===== src/hdl/awp_pkg.sv =====
// Shared types, constants and codes of the analysis window planner.
package awp_pkg;

	// Field widths
	localparam int FREQ_W  = 40;
	localparam int RATE_W  = 40;
	localparam int PER_W   = 16;
	localparam int CNT_W   = 20;
	localparam int PHASE_W = 32;
	localparam int CMD_W   = 2;

	// Product rate * periods
	localparam int PROD_W = RATE_W + PER_W;

	// Shared divider: widest dividend is freq << 32, widest divisor is 2 * freq
	localparam int DIV_NUM_W = FREQ_W + PHASE_W;
	localparam int DIV_DEN_W = FREQ_W + 1;

	// Default capture buffer length in samples
	localparam int BUFFER_SAMPLES_DEF = 524288;

	// Register reset values
	localparam logic [RATE_W-1:0] RATE_RESET    = 40'd1000000000000;
	localparam logic [PER_W-1:0]  PERIODS_RESET = 16'd1;

	// Configuration port
	localparam int PADDR_W = 4;
	localparam int PDATA_W = 64;

	typedef enum logic {
		REG_RATE    = 1'b0,
		REG_PERIODS = 1'b1
	} reg_index_t;

	typedef enum logic [CMD_W-1:0] {
		CMD_PLAN    = 2'd0,
		CMD_RESTART = 2'd1,
		CMD_ADVANCE = 2'd2,
		CMD_NOP     = 2'd3
	} command_t;

	typedef struct packed {
		command_t            command;
		logic [FREQ_W-1:0]   freq_uhz;
	} in_word_t;

	typedef struct packed {
		logic [CNT_W-1:0]   used_samples;
		logic [PHASE_W-1:0] phase_step;
		logic [CNT_W-1:0]   segment_count;
		logic [CNT_W-1:0]   overlap;
		logic [CNT_W-1:0]   spread_remainder;
		logic [CNT_W-1:0]   position;
	} out_word_t;

	typedef struct packed {
		logic [RATE_W-1:0] rate;
		logic [PER_W-1:0]  periods;
	} cfg_t;

	// Datapath operations issued by the controller
	typedef enum logic [3:0] {
		OP_NONE,
		OP_ACCEPT,
		OP_MUL,
		OP_DIV_LEN,
		OP_STORE_LEN,
		OP_DIV_PHASE,
		OP_STORE_PHASE,
		OP_DIV_CNT,
		OP_STORE_CNT,
		OP_DIV_OV,
		OP_STORE_OV,
		OP_EMIT
	} dp_op_t;

	typedef struct packed {
		dp_op_t op;
	} dp_cmd_t;

	typedef struct packed {
		command_t cmd;       // command of the word at the input
		logic     div_busy;  // shared divider is running
		logic     len_ok;    // divider quotient is a usable window length
		logic     exact;     // divider remainder is zero
		logic     out_free;  // output register can take a word
	} dp_status_t;

	typedef enum logic [3:0] {
		S_IDLE,
		S_MUL,
		S_LEN_GO,
		S_LEN_WAIT,
		S_PH_GO,
		S_PH_WAIT,
		S_CNT_GO,
		S_CNT_WAIT,
		S_OV_GO,
		S_OV_WAIT,
		S_EMIT
	} ctrl_state_t;

endpackage


===== src/hdl/analysis_window_planner.sv =====
// Top level of the analysis window planner: register port, controller and datapath.
//
//  Channel  Signals                                     Word
//  -------  ------------------------------------------  -------------------------------
//  in       in_valid, in_ready, in_data                 command, freq_uhz
//  out      out_valid, out_ready, out_data              plan values and window position
//  cfg      psel, penable, pwrite, paddr, pwdata,       sample_rate_uhz at 0x0,
//           prdata, pready                              periods at 0x8
//
//  Restart, advance and no-action words are accepted and applied, then loaded into the output register.
//  A plan word stops after the length pass when the window length is unusable, skips the
//  overlap pass when the buffer divides evenly and otherwise runs all four shared divider passes.
//  in_ready stays low from the accept until the word is loaded into the output register;
//  a stalled output holds the block in its last step.
//  Reset clears all plan and position state and loads the register defaults.
module analysis_window_planner #(
	parameter int BUFFER_SAMPLES = awp_pkg::BUFFER_SAMPLES_DEF
) (
	input  logic                          clk,
	input  logic                          arst_n,
	// Input words
	input  logic                          in_valid,
	output logic                          in_ready,
	input  awp_pkg::in_word_t             in_data,
	// Result words
	output logic                          out_valid,
	input  logic                          out_ready,
	output awp_pkg::out_word_t            out_data,
	// Register port
	input  logic                          psel,
	input  logic                          penable,
	input  logic                          pwrite,
	input  logic [awp_pkg::PADDR_W-1:0]   paddr,
	input  logic [awp_pkg::PDATA_W-1:0]   pwdata,
	output logic [awp_pkg::PDATA_W-1:0]   prdata,
	output logic                          pready
);

	awp_pkg::cfg_t       cfg_q;
	awp_pkg::dp_cmd_t    dp_cmd;
	awp_pkg::dp_status_t dp_status;
	awp_pkg::reg_index_t reg_sel;
	logic                cfg_write;

	// Registers sit on 8-byte steps; bit 3 picks the register, low bits alias
	assign reg_sel   = awp_pkg::reg_index_t'(paddr[3]);
	assign cfg_write = psel && penable && pwrite;
	assign pready    = 1'b1;

	// Write the addressed register in the access phase
	always_ff @(posedge clk or negedge arst_n) begin
		if (!arst_n) begin
			cfg_q.rate    <= awp_pkg::RATE_RESET;
			cfg_q.periods <= awp_pkg::PERIODS_RESET;
		end else if (cfg_write) begin
			unique case (reg_sel)
				awp_pkg::REG_RATE:    cfg_q.rate    <= pwdata[awp_pkg::RATE_W-1:0];
				awp_pkg::REG_PERIODS: cfg_q.periods <= pwdata[awp_pkg::PER_W-1:0];
				default: begin
				end
			endcase
		end
	end

	// Read back the addressed register, zero-extended
	always_comb begin
		prdata = '0;
		unique case (reg_sel)
			awp_pkg::REG_RATE:    prdata = awp_pkg::PDATA_W'(cfg_q.rate);
			awp_pkg::REG_PERIODS: prdata = awp_pkg::PDATA_W'(cfg_q.periods);
			default: prdata = '0;
		endcase
	end

	// Sequence each word: accept, plan divisions when asked, then emit
	awp_ctrl u_ctrl (
		.clk      (clk),
		.arst_n   (arst_n),
		.in_valid (in_valid),
		.status   (dp_status),
		.in_ready (in_ready),
		.cmd      (dp_cmd)
	);

	// Hold the plan and position, run the divider, drive the output register
	awp_dp #(
		.BUFFER_SAMPLES (BUFFER_SAMPLES)
	) u_dp (
		.clk       (clk),
		.arst_n    (arst_n),
		.cfg       (cfg_q),
		.in_word   (in_data),
		.cmd       (dp_cmd),
		.out_ready (out_ready),
		.status    (dp_status),
		.out_valid (out_valid),
		.out_word  (out_data)
	);

endmodule


===== src/hdl/awp_div.sv =====
// Restoring divider, one quotient bit per cycle.
module awp_div #(
	parameter int NUM_W = awp_pkg::DIV_NUM_W,
	parameter int DEN_W = awp_pkg::DIV_DEN_W
) (
	input  logic             clk,
	input  logic             arst_n,
	input  logic             start,
	input  logic [NUM_W-1:0] dividend,
	input  logic [DEN_W-1:0] divisor,
	output logic             busy,
	output logic [NUM_W-1:0] quotient,
	output logic [DEN_W-1:0] remainder
);

	localparam int STEP_W = $clog2(NUM_W + 1);

	logic [NUM_W-1:0]  num_q;
	logic [DEN_W-1:0]  rem_q;
	logic [DEN_W-1:0]  den_q;
	logic [STEP_W-1:0] step_q;
	logic              busy_q;
	logic [DEN_W:0]    trial;
	logic              fits;

	// Bring down the next dividend bit and try the subtraction
	assign trial = {rem_q, num_q[NUM_W-1]};
	assign fits  = trial >= {1'b0, den_q};

	always_ff @(posedge clk or negedge arst_n) begin
		if (!arst_n) begin
			busy_q <= 1'b0;
			step_q <= '0;
		end else if (start) begin
			busy_q <= 1'b1;
			step_q <= STEP_W'(NUM_W);
		end else if (busy_q) begin
			step_q <= step_q - 1'b1;
			if (step_q == STEP_W'(1)) begin
				busy_q <= 1'b0;
			end
		end
	end

	always_ff @(posedge clk) begin
		if (start) begin
			num_q <= dividend;
			rem_q <= '0;
			den_q <= divisor;
		end else if (busy_q) begin
			num_q <= {num_q[NUM_W-2:0], fits};
			rem_q <= fits ? DEN_W'(trial - {1'b0, den_q}) : trial[DEN_W-1:0];
		end
	end

	assign busy      = busy_q;
	assign quotient  = num_q;
	assign remainder = rem_q;

endmodule


===== src/hdl/awp_dp.sv =====
// Datapath: plan state, window position, shared divider and output register.
module awp_dp #(
	parameter int BUFFER_SAMPLES = awp_pkg::BUFFER_SAMPLES_DEF
) (
	input  logic                clk,
	input  logic                arst_n,
	input  awp_pkg::cfg_t       cfg,
	input  awp_pkg::in_word_t   in_word,
	input  awp_pkg::dp_cmd_t    cmd,
	input  logic                out_ready,
	output awp_pkg::dp_status_t status,
	output logic                out_valid,
	output awp_pkg::out_word_t  out_word
);

	localparam int BUF_W     = $clog2(BUFFER_SAMPLES + 1);
	localparam int LEN_MAX   = (1 << awp_pkg::CNT_W) - 1;
	localparam int LEN_LIMIT = (BUFFER_SAMPLES < LEN_MAX) ? BUFFER_SAMPLES : LEN_MAX;
	localparam int SUM_W     = ((BUF_W > awp_pkg::CNT_W) ? BUF_W : awp_pkg::CNT_W) + 1;
	localparam int NUM_W     = awp_pkg::DIV_NUM_W;
	localparam int DEN_W     = awp_pkg::DIV_DEN_W;
	localparam int C_W       = awp_pkg::CNT_W;

	// Plan state
	logic [C_W-1:0]                window_len_q;
	logic [awp_pkg::PHASE_W-1:0]   phase_incr_q;
	logic [BUF_W-1:0]              window_total_q;
	logic [C_W-1:0]                overlap_len_q;
	logic [BUF_W-1:0]              overlap_rem_q;
	// Position state
	logic [C_W-1:0]                start_pos_q;
	logic [C_W-1:0]                frac_sum_q;
	// Plan scratch
	logic [awp_pkg::FREQ_W-1:0]    freq_q;
	logic [awp_pkg::PROD_W-1:0]    prod_q;
	logic [BUF_W-1:0]              cnt_q;
	logic [C_W-1:0]                diff_q;
	// Output register
	logic                          out_valid_q;
	awp_pkg::out_word_t            out_q;

	// Divider hookup
	logic             div_start;
	logic [NUM_W-1:0] div_num;
	logic [DEN_W-1:0] div_den;
	logic             div_busy;
	logic [NUM_W-1:0] div_quo;
	logic [DEN_W-1:0] div_rem;

	// Advance arithmetic
	logic [SUM_W-1:0] adv_sum;
	logic             adv_wrap;
	logic [C_W-1:0]   adv_pos;
	logic [C_W-1:0]   adv_frac;
	logic             len_ok;
	logic             out_free;

	always_comb begin
		div_start = 1'b0;
		div_num   = '0;
		div_den   = '0;
		case (cmd.op)
			awp_pkg::OP_DIV_LEN: begin
				div_start = 1'b1;
				div_num   = NUM_W'({prod_q, 1'b0}) + NUM_W'(freq_q);
				div_den   = {freq_q, 1'b0};
			end
			awp_pkg::OP_DIV_PHASE: begin
				div_start = 1'b1;
				div_num   = {freq_q, {awp_pkg::PHASE_W{1'b0}}};
				div_den   = DEN_W'(cfg.rate);
			end
			awp_pkg::OP_DIV_CNT: begin
				div_start = 1'b1;
				div_num   = NUM_W'(BUFFER_SAMPLES);
				div_den   = DEN_W'(window_len_q);
			end
			awp_pkg::OP_DIV_OV: begin
				div_start = 1'b1;
				div_num   = NUM_W'(diff_q);
				div_den   = DEN_W'(cnt_q);
			end
			default: begin
			end
		endcase
	end

	awp_div #(
		.NUM_W (NUM_W),
		.DEN_W (DEN_W)
	) u_div (
		.clk       (clk),
		.arst_n    (arst_n),
		.start     (div_start),
		.dividend  (div_num),
		.divisor   (div_den),
		.busy      (div_busy),
		.quotient  (div_quo),
		.remainder (div_rem)
	);

	// Step forward by len - overlap, one back whenever the spread carries
	assign adv_sum  = SUM_W'(frac_sum_q) + SUM_W'(overlap_rem_q);
	assign adv_wrap = adv_sum >= SUM_W'(window_total_q);
	assign adv_pos  = start_pos_q + (window_len_q - overlap_len_q) - C_W'(adv_wrap);
	assign adv_frac = adv_wrap ? C_W'(adv_sum - SUM_W'(window_total_q)) : C_W'(adv_sum);

	assign len_ok   = (div_quo != '0) && (div_quo <= NUM_W'(LEN_LIMIT)) && (cfg.rate != '0);
	assign out_free = !out_valid_q || out_ready;

	always_ff @(posedge clk or negedge arst_n) begin
		if (!arst_n) begin
			window_len_q   <= '0;
			phase_incr_q   <= '0;
			window_total_q <= '0;
			overlap_len_q  <= '0;
			overlap_rem_q  <= '0;
			start_pos_q    <= '0;
			frac_sum_q     <= '0;
		end else begin
			case (cmd.op)
				awp_pkg::OP_ACCEPT: begin
					case (in_word.command)
						awp_pkg::CMD_RESTART: begin
							start_pos_q <= '0;
							frac_sum_q  <= C_W'(overlap_rem_q);
						end
						awp_pkg::CMD_ADVANCE: begin
							if (window_len_q != '0) begin
								start_pos_q <= adv_pos;
								frac_sum_q  <= adv_frac;
							end
						end
						default: begin
						end
					endcase
				end
				awp_pkg::OP_STORE_LEN: begin
					if (len_ok) begin
						window_len_q <= C_W'(div_quo);
					end else begin
						window_len_q   <= '0;
						phase_incr_q   <= '0;
						window_total_q <= '0;
						overlap_len_q  <= '0;
						overlap_rem_q  <= '0;
					end
				end
				awp_pkg::OP_STORE_PHASE: begin
					phase_incr_q <= div_quo[awp_pkg::PHASE_W-1:0];
				end
				awp_pkg::OP_STORE_CNT: begin
					if (div_rem == '0) begin
						window_total_q <= BUF_W'(div_quo);
						overlap_len_q  <= '0;
						overlap_rem_q  <= '0;
					end else begin
						window_total_q <= BUF_W'(div_quo) + 1'b1;
					end
				end
				awp_pkg::OP_STORE_OV: begin
					overlap_len_q <= C_W'(div_quo);
					overlap_rem_q <= BUF_W'(div_rem);
				end
				default: begin
				end
			endcase
		end
	end

	// Plan scratch registers
	always_ff @(posedge clk) begin
		if (cmd.op == awp_pkg::OP_ACCEPT) begin
			freq_q <= in_word.freq_uhz;
		end
		if (cmd.op == awp_pkg::OP_MUL) begin
			prod_q <= cfg.rate * cfg.periods;
		end
		if (cmd.op == awp_pkg::OP_STORE_CNT) begin
			cnt_q  <= BUF_W'(div_quo);
			diff_q <= window_len_q - C_W'(div_rem);
		end
	end

	always_ff @(posedge clk or negedge arst_n) begin
		if (!arst_n) begin
			out_valid_q <= 1'b0;
		end else if (cmd.op == awp_pkg::OP_EMIT) begin
			out_valid_q <= 1'b1;
		end else if (out_ready) begin
			out_valid_q <= 1'b0;
		end
	end

	always_ff @(posedge clk) begin
		if (cmd.op == awp_pkg::OP_EMIT) begin
			out_q.used_samples     <= window_len_q;
			out_q.phase_step       <= phase_incr_q;
			out_q.segment_count    <= C_W'(window_total_q);
			out_q.overlap          <= overlap_len_q;
			out_q.spread_remainder <= C_W'(overlap_rem_q);
			out_q.position         <= start_pos_q;
		end
	end

	assign status.cmd      = in_word.command;
	assign status.div_busy = div_busy;
	assign status.len_ok   = len_ok;
	assign status.exact    = (div_rem == '0);
	assign status.out_free = out_free;
	assign out_valid       = out_valid_q;
	assign out_word        = out_q;

	// A zero window always comes with an all-zero plan
	a_zero_plan: assert property (@(posedge clk) disable iff (!arst_n)
		(window_len_q == '0) |-> (phase_incr_q == '0) && (window_total_q == '0) &&
		(overlap_len_q == '0) && (overlap_rem_q == '0))
		else $error("zero window with leftover plan values");

	a_div_idle: assert property (@(posedge clk) disable iff (!arst_n)
		div_start |-> !div_busy)
		else $error("divider restarted while running");

	a_emit_free: assert property (@(posedge clk) disable iff (!arst_n)
		(cmd.op == awp_pkg::OP_EMIT) |-> out_free)
		else $error("output word overwritten before it was taken");

endmodule


===== src/hdl/awp_ctrl.sv =====
// Controller state machine: sequences accept, plan divisions and output.
module awp_ctrl (
	input  logic                clk,
	input  logic                arst_n,
	input  logic                in_valid,
	input  awp_pkg::dp_status_t status,
	output logic                in_ready,
	output awp_pkg::dp_cmd_t    cmd
);

	awp_pkg::ctrl_state_t state_q;
	awp_pkg::ctrl_state_t state_d;

	always_ff @(posedge clk or negedge arst_n) begin
		if (!arst_n) begin
			state_q <= awp_pkg::S_IDLE;
		end else begin
			state_q <= state_d;
		end
	end

	always_comb begin
		state_d = state_q;
		unique case (state_q)
			awp_pkg::S_IDLE: begin
				if (in_valid) begin
					state_d = (status.cmd == awp_pkg::CMD_PLAN) ? awp_pkg::S_MUL : awp_pkg::S_EMIT;
				end
			end
			awp_pkg::S_MUL:    state_d = awp_pkg::S_LEN_GO;
			awp_pkg::S_LEN_GO: state_d = awp_pkg::S_LEN_WAIT;
			awp_pkg::S_LEN_WAIT: begin
				if (!status.div_busy) begin
					state_d = status.len_ok ? awp_pkg::S_PH_GO : awp_pkg::S_EMIT;
				end
			end
			awp_pkg::S_PH_GO: state_d = awp_pkg::S_PH_WAIT;
			awp_pkg::S_PH_WAIT: begin
				if (!status.div_busy) begin
					state_d = awp_pkg::S_CNT_GO;
				end
			end
			awp_pkg::S_CNT_GO: state_d = awp_pkg::S_CNT_WAIT;
			awp_pkg::S_CNT_WAIT: begin
				if (!status.div_busy) begin
					state_d = status.exact ? awp_pkg::S_EMIT : awp_pkg::S_OV_GO;
				end
			end
			awp_pkg::S_OV_GO: state_d = awp_pkg::S_OV_WAIT;
			awp_pkg::S_OV_WAIT: begin
				if (!status.div_busy) begin
					state_d = awp_pkg::S_EMIT;
				end
			end
			awp_pkg::S_EMIT: begin
				if (status.out_free) begin
					state_d = awp_pkg::S_IDLE;
				end
			end
			default: state_d = awp_pkg::S_IDLE;
		endcase
	end

	always_comb begin
		in_ready = 1'b0;
		cmd.op   = awp_pkg::OP_NONE;
		unique case (state_q)
			awp_pkg::S_IDLE: begin
				in_ready = 1'b1;
				if (in_valid) begin
					cmd.op = awp_pkg::OP_ACCEPT;
				end
			end
			awp_pkg::S_MUL:    cmd.op = awp_pkg::OP_MUL;
			awp_pkg::S_LEN_GO: cmd.op = awp_pkg::OP_DIV_LEN;
			awp_pkg::S_LEN_WAIT: begin
				if (!status.div_busy) begin
					cmd.op = awp_pkg::OP_STORE_LEN;
				end
			end
			awp_pkg::S_PH_GO: cmd.op = awp_pkg::OP_DIV_PHASE;
			awp_pkg::S_PH_WAIT: begin
				if (!status.div_busy) begin
					cmd.op = awp_pkg::OP_STORE_PHASE;
				end
			end
			awp_pkg::S_CNT_GO: cmd.op = awp_pkg::OP_DIV_CNT;
			awp_pkg::S_CNT_WAIT: begin
				if (!status.div_busy) begin
					cmd.op = awp_pkg::OP_STORE_CNT;
				end
			end
			awp_pkg::S_OV_GO: cmd.op = awp_pkg::OP_DIV_OV;
			awp_pkg::S_OV_WAIT: begin
				if (!status.div_busy) begin
					cmd.op = awp_pkg::OP_STORE_OV;
				end
			end
			awp_pkg::S_EMIT: begin
				if (status.out_free) begin
					cmd.op = awp_pkg::OP_EMIT;
				end
			end
			default: begin
			end
		endcase
	end

endmodule


===== config.mk =====
export PLATFORM = sky130hd
export DESIGN_NAME = analysis_window_planner
export DESIGN_NICKNAME = d
export VERILOG_FILES = /design/src/hdl/awp_pkg.sv /design/src/hdl/analysis_window_planner.sv /design/src/hdl/awp_div.sv /design/src/hdl/awp_dp.sv /design/src/hdl/awp_ctrl.sv
export SDC_FILE = /design/constraint.sdc
export NUM_CORES = 2
export LEC_CHECK = 0
export BUFFER_PORTS_ARGS = -buffer_cell sky130_fd_sc_hd__buf_2
export CAP_MARGIN = 20
export CORE_MARGIN = 10
export CORE_UTILIZATION = 63
export DETAILED_ROUTE_END_ITERATION = 8
export HOLD_SLACK_MARGIN = 0.1
export PLACE_DENSITY = 0.8
export SLEW_MARGIN = 10
export SYNTH_ARGS = -nofsm -noshare
export SYNTH_HDL_FRONTEND = slang
export SYNTH_SLANG_ARGS = --single-unit

===== constraint.sdc =====
create_clock -name clk -period 8.91 [get_ports clk]
set_input_delay 0.4455 -clock clk [delete_from_list [all_inputs] [get_ports clk]]
set_output_delay 0.4455 -clock clk [all_outputs]
set_load 0.01 [all_outputs]

==> results.yml <==
floorplan:
  floorplan.die_area_um2: 97200
  core-area_um2: 84000
  rows: 106
  die_w_um: 312
  die_h_um: 312
  start_util_pct: 63.9
  pin_count: 316
cells_and_area:
  final_cells: 6809
  n_fill_cell: 6142
  syn_to_final_growth_pct: 10.4
  final_cell_mix: "nand2_1, inv_1, fa_1"
  fin_util_pct: 70.5
  drive_gt1_share_pct: 10.4
  nets: 6594
  final_common_cell: "nand2_1"
grt:
  antenna_found_initial: 3
  overflow: 0
  gr-max-usage-layer: "met2"
  grt_start_max_net_pins: 91
  grt_pass1_vias: 43100
  grt.met2_usage_pct: 51.0
  grt_use_total_pct: 31.8
  grt_pass1_wl_um: 244000
  use_met3_pct: 7.28
  met1_usage_pct: 39.4
yosys:
  synth_area_um2: 53600
  synth_top_area_share_pct: 21.3
  ys.warnings.count: 0
  synth_xor_area_share_pct: 3.51
  yosysSeqAreaShare_pct: 33.2
  synth.mux.area_fraction_pct: 2.17
  yosys-top-cells-area: "edfxtp_1, fa_1, dfrtp_1, ha_1, nand2_1"
  synth_compound_area_share_pct: 12.1
  synth_edf_count: 381
  synth_ff_type: "edfxtp_1"
  synth-simple-area-share_pct: 13.5
  synth_top_family_by_area: "adder cells"
  avgSynthCellArea_um2: 9.86
  yosys.area.top_type: "edfxtp_1"
  yosys.area_share.adder_pct: 27.9
  ys_ff_latch: 643
  async_reset_ff_share_pct: 34.4
  ys_types: 89
  syn_inst: 5436
place:
  gp_congestion: 0.953
  portBuffers: 263
  place_ws_ns: 1.02
  hpwl_um: 113000
  placed_cells_incl_taps: 6589
sta:
  slew_headroom_pct: 20.5
  finalSetupTns_ns: 0
  setup_ws_ns: 0.856
  hold_viol: 0
  worst_slew_pin_slew_ns: 1.19
  fin_crit_sh_pct: 90.4
  rsz0062_at_grt: "no"
  slew_violations: 0
  timing.final.crit_period_ns: 8.05
  skew_ns: 0.0229
  max_freq_mhz: 124
  setup_violations: 0
worst_setup_path:
  critPathKind: "reg2reg"
  cp.arrival_ns: 8.44
  start_kind: "flop"
  cp.required_ns: 9.30
  r2r-start: "cfg_q[4]$_DFFE_PN0P_"
  crit_path_start: "cfg_q[4]$_DFFE_PN0P_"
  cp-end-kind: "flop"
  cp_max_fo: 17
status:
  outcome: "finished, final reports clean"
clock_network:
  numCtsBuffers: 74
  cts_max_path_buffers: 3
  cts_num_sinks: 643
  clock_latency_ns: 0.65
  h-tree-depth: 3
  cts_root_buf: "clkbuf_16"
  clk_pin_slew_ns: 0.06
  cts_tree: "yes"
min_path:
  min_path_type: "in2reg"
  worstHoldStart: "in_data[41]"
detailed_routing:
  viasPerCell: 6.11
  drc: 0
  antenna_left: 0
  firstDrtPassIters: 6
  vias: 41600
  first_iter_violations: 3903
  wirelength_um: 156000
  routedWlPerCell_um: 22.9
job:
  drv_cap: 0
## worst max-delay path: stages, from the launching register on
cell and delay (ns):
dfrtp_1 0.87, buf_4 0.37, buf_4 0.27, nand2_1 0.10
fa_1 0.53, inv_1 0.06, fa_1 0.55, inv_1 0.06
fa_1 0.51, inv_1 0.06, fa_1 0.48, fa_1 0.52
fa_1 0.50, ha_1 0.39, nand2_1 0.08, o21ai_0 0.11
o41ai_1 0.45, or3b_1 0.41, o22ai_1 0.34, o211ai_1 0.18
and2_1 0.22, a221oi_2 0.35, o21ai_1 0.10, a21oi_1 0.18
xnor2_1 0.09
## metal layers
metal | vias to the layer above | wire [um]
met2 | 2311 | 71600
met3 | 506 | 16900
met5 | - | 60
met1 | 20400 | 56800
met4 | 4 | 10200
li1 | 18400 | -
## worst paths after layout
path                                                    endpoint  slack, ns  depth (start not counted)
min in group asynchronous       u_dp.start_pos_q[13]$_DFFE_PN0P_       0.36                          2
worst min register to register      u_dp.out_word[102]$_DFFE_PP_       0.44                          0
worst max-delay path                   u_dp.prod_q[55]$_DFFE_PN_       0.86                         24
worst min-delay path               u_ctrl.state_q[0]$_DFFE_PN0P_       0.21                          3
max in group asynchronous                   cfg_q[1]$_DFFE_PN0P_       7.02                          3
worst max register to register         u_dp.prod_q[55]$_DFFE_PN_       0.86                         24
## cell type report
| class | count | area [um^2] | share of cell area, % |
|---|---|---|---|
| Clock buffer | 98 | 2100 | 3.55 |
| Inverter | 706 | 2650 | 4.48 |
| Multi-Input combinational cell | 3773 | 31900 | 54.0 |
| Clock inverter | 37 | 531 | 0.896 |
| Tap cell | 1134 | 1420 | 2.40 |
| Sequential cell | 643 | 17800 | 30.1 |
| Timing Repair Buffer | 416 | 2740 | 4.62 |
| Antenna cell | 2 | 5.00 | 0.00845 |
## through the flow
step | area [um^2] | hold WS (ns)
after CTS | 59100 | 0.184
after global routing | 59200 | 0.222
after floorplan | 53700 | 0.150
after detailed placement | 55700 | 0.432
after global placement | 55700 | 0.430
final | 59200 | 0.210
## Yosys cell counts, drive strengths merged, types with 62 or more instances
master and count:
a21o 110, a21oi 210, a22o 80, a22oi 74, and2 170, clkbuf 287, dfrtp 207, edfxtp 381
fa 555, ha 308, inv 706, mux2 72, nand2 804, nand3 92, nor2 194, nor2b 62
o21ai 258, xnor2 140, xor2 75
## state kept, by name, indices dropped and copies added, names as in the netlist, 32 cells and up
name and count:
cfg_q 56, u_dp.freq_q 40, u_dp.out_word 132, u_dp.phase_incr_q 32
u_dp.prod_q 56, u_dp.u_div.den_q 41, u_dp.u_div.quotient 72, u_dp.u_div.remainder 41
## timing repair
action                                 in CTS  in global routing
gates resized for setup                     0                  0
hold buffers                               81                  0
endpoints found under the hold margin     184                  0
buffers inserted                            0                  0
setup endpoints to repair                   0                  0
## cells by family after synthesis
| logic type | Yosys count |
|---|---|
| AO/OA/AOI/OAI | 986 |
| XOR/XNOR | 215 |
| adder cells (fa/ha/maj) | 863 |
| buffers and inverters | 1043 |
| flip-flops | 643 |
| multiplexers | 107 |
| other | 2 |
| AND/OR/NAND/NOR | 1577 |
Power is left out: the tool's default activity adds up to more than one toggle a clock period on the data nets, which glitch-free logic cannot reach.
